**config.mk**
```make
export PLATFORM = sky130hd
export DESIGN_NAME = dhot_ctrl
export DESIGN_NICKNAME = d
export VERILOG_FILES = /design/src/rtl/core/dhot_pkg.sv /design/src/rtl/core/dhot_ctrl.sv
export SDC_FILE = /design/constraint.sdc
export NUM_CORES = 1
export LEC_CHECK = 0
export ABC_AREA = 1
export BUFFER_PORTS_ARGS = -buffer_cell sky130_fd_sc_hd__buf_2
export CAP_MARGIN = 10
export CELL_PAD_IN_SITES_DETAIL_PLACEMENT = 0
export CELL_PAD_IN_SITES_GLOBAL_PLACEMENT = 1
export CORE_MARGIN = 1.5
export CORE_UTILIZATION = 28
export DETAILED_ROUTE_END_ITERATION = 16
export MAX_ROUTING_LAYER = met4
export PLACE_DENSITY = 0.78
export SLEW_MARGIN = 10
export SYNTH_ARGS = -nofsm -noshare
export SYNTH_HDL_FRONTEND = slang
export SYNTH_SLANG_ARGS = --single-unit
```
**constraint.sdc**
```tcl
create_clock -name clk -period 3.9 [get_ports clk]
set_clock_uncertainty 0.1 [all_clocks]
set_input_delay 0.78 -clock clk [delete_from_list [all_inputs] [get_ports clk]]
set_output_delay 0.78 -clock clk [all_outputs]
set_load 0.01 [all_outputs]
```
**src/rtl/core/dhot_pkg.sv**
```systemverilog
// Package for the double-hash open-addressed table: types, codes, constants
// and the hash step functions. Used by every other file of the block but dhot_ram.
// No dependencies.
package dhot_pkg;

    localparam int SLOTS_DEF      = 64;
    localparam int MAX_REHASH_DEF = 16;
    localparam int CFG_W          = 7;
    localparam int KEY_W          = 32;
    localparam int VAL_W          = 32;
    localparam int SLOT_OUT_W     = 6;
    localparam int CFG_RESET      = 64;

    typedef enum logic [1:0] {
        FN_INSERT = 2'd0,
        FN_LOOKUP = 2'd1,
        FN_DELETE = 2'd2
    } func_t;

    typedef enum logic [2:0] {
        ST_OK       = 3'd0,
        ST_FULL     = 3'd1,
        ST_DUP      = 3'd2,
        ST_NOPROBE  = 3'd3,
        ST_NOTFOUND = 3'd4
    } status_t;

    typedef enum logic [1:0] {
        MS_ROT  = 2'd0,
        MS_H1   = 2'd1,
        MS_ONES = 2'd2
    } mod_sel_t;

    typedef enum logic [4:0] {
        S_IDLE,
        S_HASH,
        S_HFIN,
        S_MROT,
        S_MROT_W,
        S_MH1,
        S_MH1_W,
        S_MC,
        S_MC_W,
        S_DISPATCH,
        S_SCAN_RD,
        S_SCAN_CK,
        S_PROBE_INS,
        S_PROBE_RD,
        S_PROBE_CK,
        S_DONE
    } state_t;

    typedef struct packed {
        logic     in_ready;
        logic     load;
        logic     rehash_start;
        logic     hash_step;
        logic     oat_fin;
        logic     mod_start;
        mod_sel_t mod_sel;
        logic     take_h2;
        logic     take_r;
        logic     take_c;
        logic     idx_clr;
        logic     idx_inc;
        logic     adv;
        logic     rd_scan;
        logic     ins_write;
        logic     res_hit;
        logic     del_mark;
        logic     res_code_we;
        status_t  res_code;
        logic     out_load;
    } cmd_t;

    typedef struct packed {
        logic       in_valid;
        logic       out_free;
        logic       hash_last;
        logic       oat_mode;
        logic       mod_done;
        logic       mod_zero;
        logic       tries_max;
        logic [1:0] func;
        logic       full;
        logic       empty;
        logic       scan_hit;
        logic       i_last;
        logic       probe_free;
        logic       probe_hit;
    } sts_t;

    // One byte of the one-at-a-time hash.
    function automatic logic [31:0] oat_byte(input logic [31:0] h, input logic [7:0] b);
        logic [31:0] a;
        logic [31:0] c;
        a = h + {24'd0, b};
        c = a + (a << 10);
        return c ^ (c >> 6);
    endfunction

    // Final mixing of the one-at-a-time hash.
    function automatic logic [31:0] oat_final(input logic [31:0] h);
        logic [31:0] a;
        logic [31:0] c;
        a = h + (h << 3);
        c = a ^ (a >> 11);
        return c + (c << 15);
    endfunction

    // One byte of the rotate-subtract hash.
    function automatic logic [31:0] rot_byte(input logic [31:0] h, input logic [7:0] b);
        logic [31:0] a;
        a = h + {24'd0, b};
        return a - {a[18:0], a[31:19]};
    endfunction

endpackage

```
**src/rtl/core/dhot_ctrl.sv**
```systemverilog
// Sequencer of the double-hash table: walks each operation through hashing,
// remainder passes, duplicate scan and probing. Depends on dhot_pkg.
module dhot_ctrl import dhot_pkg::*; (
    input  logic clk,
    input  logic rst_n,
    input  sts_t sts,
    output cmd_t cmd
);
    state_t state_reg;
    state_t state_next;

    always_ff @(posedge clk or negedge rst_n)
    begin
        if (!rst_n)
        begin
            state_reg <= S_IDLE;
        end
        else
        begin
            state_reg <= state_next;
        end
    end

    always_comb
    begin
        cmd        = '0;
        state_next = state_reg;
        case (state_reg)
            S_IDLE:
            begin
                cmd.in_ready = 1'b1;
                if (sts.in_valid)
                begin
                    cmd.load   = 1'b1;
                    state_next = S_HASH;
                end
            end
            S_HASH:
            begin
                cmd.hash_step = 1'b1;
                if (sts.hash_last)
                begin
                    state_next = sts.oat_mode ? S_HFIN : S_MROT;
                end
            end
            S_HFIN:
            begin
                cmd.oat_fin = 1'b1;
                state_next  = S_MROT;
            end
            S_MROT:
            begin
                cmd.mod_start = 1'b1;
                cmd.mod_sel   = MS_ROT;
                state_next    = S_MROT_W;
            end
            S_MROT_W:
            begin
                if (sts.mod_done)
                begin
                    if (!sts.mod_zero || sts.tries_max)
                    begin
                        cmd.take_h2 = 1'b1;
                        state_next  = S_MH1;
                    end
                    else
                    begin
                        cmd.rehash_start = 1'b1;
                        state_next       = S_HASH;
                    end
                end
            end
            S_MH1:
            begin
                cmd.mod_start = 1'b1;
                cmd.mod_sel   = MS_H1;
                state_next    = S_MH1_W;
            end
            S_MH1_W:
            begin
                if (sts.mod_done)
                begin
                    cmd.take_r = 1'b1;
                    state_next = S_MC;
                end
            end
            S_MC:
            begin
                cmd.mod_start = 1'b1;
                cmd.mod_sel   = MS_ONES;
                state_next    = S_MC_W;
            end
            S_MC_W:
            begin
                if (sts.mod_done)
                begin
                    cmd.take_c  = 1'b1;
                    cmd.idx_clr = 1'b1;
                    state_next  = S_DISPATCH;
                end
            end
            S_DISPATCH:
            begin
                case (sts.func)
                    FN_INSERT:
                    begin
                        if (sts.full)
                        begin
                            cmd.res_code_we = 1'b1;
                            cmd.res_code    = ST_FULL;
                            state_next      = S_DONE;
                        end
                        else
                        begin
                            state_next = S_SCAN_RD;
                        end
                    end
                    FN_LOOKUP, FN_DELETE:
                    begin
                        state_next = sts.empty ? S_DONE : S_PROBE_RD;
                    end
                    default:
                    begin
                        state_next = S_DONE;
                    end
                endcase
            end
            S_SCAN_RD:
            begin
                cmd.rd_scan = 1'b1;
                state_next  = S_SCAN_CK;
            end
            S_SCAN_CK:
            begin
                cmd.rd_scan = 1'b1;
                if (sts.scan_hit)
                begin
                    cmd.res_code_we = 1'b1;
                    cmd.res_code    = ST_DUP;
                    state_next      = S_DONE;
                end
                else if (sts.i_last)
                begin
                    cmd.idx_clr = 1'b1;
                    state_next  = S_PROBE_INS;
                end
                else
                begin
                    cmd.idx_inc = 1'b1;
                    state_next  = S_SCAN_RD;
                end
            end
            S_PROBE_INS:
            begin
                if (sts.probe_free)
                begin
                    cmd.ins_write = 1'b1;
                    cmd.res_hit   = 1'b1;
                    state_next    = S_DONE;
                end
                else if (sts.i_last)
                begin
                    cmd.res_code_we = 1'b1;
                    cmd.res_code    = ST_NOPROBE;
                    state_next      = S_DONE;
                end
                else
                begin
                    cmd.adv = 1'b1;
                end
            end
            S_PROBE_RD:
            begin
                state_next = S_PROBE_CK;
            end
            S_PROBE_CK:
            begin
                if (sts.probe_hit)
                begin
                    cmd.res_hit  = 1'b1;
                    cmd.del_mark = (sts.func == FN_DELETE);
                end
                if ((sts.probe_hit && sts.func == FN_LOOKUP) || sts.i_last)
                begin
                    state_next = S_DONE;
                end
                else
                begin
                    cmd.adv    = 1'b1;
                    state_next = S_PROBE_RD;
                end
            end
            S_DONE:
            begin
                if (sts.out_free)
                begin
                    cmd.out_load = 1'b1;
                    state_next   = S_IDLE;
                end
            end
            default:
            begin
                state_next = S_IDLE;
            end
        endcase
    end
endmodule

```
* Word level (Yosys, flattened, before mapping)
Cells that the tools add are included. Widths: inputs -> output; s select.
Word-level totals: bits in registers 5, bits in latches 0, memory bits (writable) 0, memory bits (read-only) 0, input bits 17, logic and storage cells 88, memories kept 0
Operators by class: add/sub/neg operators 0, multipliers 0, div/mod/pow operators 0, magnitude comparators 0, eq/ne operators 24, shifts and indexed selects 0, multiplexer cells 54, bitwise logic cells 0, reduce and logical (&&, ||, !) cells 9
Operators by type and width (number):
- $pmux 5 s16 | 1
- $mux 5 | 9
- $eq 5x4->1 const B | 8
- $mux 1 | 23
- $eq 5x3->1 const B | 4
- $mux 4 | 5
- $mux 2 | 7
- $ne 2x2->1 const B | 6
- $pmux 4 s3 | 1
- $eq 5x2->1 const B | 2
- $mux 3 | 3
- $pmux 3 s3 | 1
- $reduce_and 7->1 | 1
- $pmux 1 s2 | 3
- $pmux 3 s2 | 1
- $eq 5x1->1 const B | 1
- $logic_not 5->1 | 1
- $reduce_or 2->1 | 2
- $ne 3x3->1 const B | 1
- $eq 2x1->1 const B | 1
- $eq 2x2->1 const B | 1
- $logic_not 2->1 | 1
- $logic_or 1x1->1 | 2
- $logic_and 1x1->1 | 1
- $logic_not 1->1 | 1

* Longest topological paths before layout
depth after elaboration 5, gate-level depth with buffers 10

* Least setup slack after synthesis
OpenSTA, ideal clock, no wires.
path kind in2out, from input sts[7] (netlist bit), to output cmd[9] (netlist bit), arrival 1444 ps, data required time 3020 ps, path slack 1576 ps, stages 4, buffers on the path 0, cells stage by stage inv_1 > ha_1 > a21o_1 > o21ai_0
RTL lines:
- from (decl) | RTL line dhot_ctrl.sv:6 | input sts_t sts,
- to (decl) | RTL line dhot_ctrl.sv:7 | output cmd_t cmd

==> impl_metrics.tcl <==
set metrics [dict create \
    routed-wl-met3_um 112 \
    cp-start-kind "input pin" \
    vias 980 \
    clk_latency_ns 0.24 \
    crit_type "input pin to primary output" \
    syn_inst 141 \
    die_area_mm2 0.00288 \
    leakagePower_nw 0.661 \
    overflow 0 \
    cts_tree "done" \
    ys_ff_latch 4 \
    antenna_found_initial 0 \
    gp_congestion 0.838 \
    worstPathArrival_ns 1.62 \
    dp.cells 208 \
    synth_fp_nets 162 \
    first_pass_iters 4 \
    drv_cap 0 \
    path_clk_slew_ns 0.04 \
    share_seq_of_total_power_pct 17.3 \
    rsz0062_at_grt "false" \
    setup_tns_ns 0 \
    finalWorstSetupSlack_ns 1.40 \
    drive_gt1_share_pct 28.7 \
    drc 0 \
    cp.required_ns 3.02 \
    ys_warn_count 0 \
    largest_reg_flops 4 \
    routed_via_density 4.64 \
    io_buffers 38 \
    synthTopCellsByArea "nand2_1 26%, dfrtp_1 14%, nor2_1 13%" \
    synth.avg_cell_area_um2 5.09 \
    hold_buffers 0 \
    fp-row-count 18 \
    initial_utilization_pct 29.3 \
    switching_power_uw 314 \
    dieHeight_um 53.6 \
    postCtsSetupBuffers 0 \
    final_cell_area_um2 961 \
    period_share_pct 64.2 \
    finalMaxSlewViolations 0 \
    fp.coreArea_mm2 0.00245 \
    grt_pass1_wl_um 3380 \
    end_kind "primary output" \
    dp_hpwl_um 1880 \
    power_density_mw_per_mm2 566 \
    grt_pass1_vias 868 \
    hold_violations 0 \
    final_antenna_net_count 0 \
    fmax_mhz 399 \
    synth_cell_types 19 \
    antennaDiodeCount 0 \
    area_growth_pct 33.8 \
    ir_drop_v 0.000293 \
    cts_buffer_depth 2 \
    hold_class "input pin to asynchronous set/reset pin" \
    synth.cell_area_um2 718 \
    ios 40 \
    cts_root_buf "clkbuf_4" \
    first_iter_violations 19 \
    synth_largest_area_cell "nand2_1" \
    setup_viol 0 \
    met1Wirelength_um 1010 \
    final_cell_mix "50 x nand2_1, 38 x buf_2, 25 x nor2_1" \
    final_util_pct 39.1 \
    die_w_um 53.6 \
    clock_power_share_pct 9.7 \
    p_int_uw 229 \
    final_nets 204 \
    post_dp_cell_area_um2 938 \
    wl_per_cell_um 10.2 \
    htreeDepth 1 \
    pwr-share-comb_pct 73.0 \
    route.met2.wl_um 1020 \
    pre_cts_slack_ns 1.38 \
    ys_seq_area_share_pct 13.9 \
    highest_layer "met4" \
    path_max_fanout 3 \
    status "finished clean" \
    grt_max_degree 10 \
    switching_share_pct 57.8 \
    synth_top_area_share_pct 26.1 \
    stdcell_count 211 \
    routed_wl_um 2150 \
    layout_commonest_cell "nand2_1" \
    cts_buffers 3 \
    clock_sinks 4 \
    cts_resized 0 \
    period_minus_slack_ns 2.50 \
    grt_usage_pct 16.4 \
]
power by group through the flow:
stage | registers (mW) | logic, mW | clock network (mW)
global placement | 0.0932 | 0.393 | 0
global route | 0.0960 | 0.452 | 0.0577
floorplan | 0.0872 | 0.282 | 0
finish | 0.0939 | 0.397 | 0.0528
detailed placement | 0.0926 | 0.398 | 0
CTS | 0.0924 | 0.400 | 0.0541
per-stage QoR:
stage	power (mW)	hold WS, ns
2_1_floorplan	0.369	0.384
3_3_place_gp	0.486	0.450
5_1_grt	0.606	0.241
3_5_place_dp	0.490	0.455
6_report	0.544	0.241
4_1_cts	0.546	0.239
layout make-up:
| class | count | area, µm² |
|---|---|---|
| Inverter | 24 | 90.1 |
| Sequential cell | 4 | 100 |
| Timing Repair Buffer | 38 | 190 |
| Tap cell | 30 | 37.5 |
| Multi-Input combinational cell | 112 | 520 |
| Clock buffer | 3 | 22.5 |
| Fill cell | 279 | 1490 |
per-layer routing:
metal | GRT usage, % | up-vias
met5 | - | -
li1 | - | 512
met1 | 20.3 | 423
met3 | 0.833 | 2
met4 | 6.41 | 0
met2 | 28.0 | 43
critical path, stage by stage:
cell     delay, ns
buf_2         0.10
inv_1         0.06
ha_1          0.17
a21o_1        0.19
o21ai_0       0.17
buf_2         0.16
cell usage after synthesis:
cell	count
nand2_1	50
nor2_2	3
nand4_1	3
nand3_2	1
nor2_1	25
nand3b_1	2
buf_4	1
conb_1	1
a21oi_1	2
nor3_1	3
ha_1	4
o21ai_0	4
inv_2	4
dfrtp_1	4
o22ai_1	1
a21o_1	1
nand2_2	3
inv_1	20
nand3_1	9
cell families (layout without fill, tap and decap cells):
kind of cell | count (synthesis) | in the layout | synth area share, %
AOI/OAI and AO/OA | 8 | 8 | 6.10
adders and majority gates | 4 | 4 | 6.97
DFF | 4 | 4 | 13.9
other | 1 | 1 | 0.522
buffers and inverters | 25 | 65 | 13.6
and+or+nand+nor | 99 | 99 | 58.9
path summary, 6_finish.rpt:
check / from / endpoint / slack (ns) / depth (start not counted)
max: sts[7] / cmd[9] / 1.40 / 6
min: rst_n / state_reg[2] / 0.24 / 1
max reg2reg: state_reg[0] / state_reg[1] / 2.29 / 7
min reg2reg: state_reg[2] / state_reg[2] / 0.46 / 2
max in group asynchronous: rst_n / state_reg[3] / 3.33 / 1
min in group clk: state_reg[2] / state_reg[2] / 0.46 / 2
(Power assumes the default switching activity.)
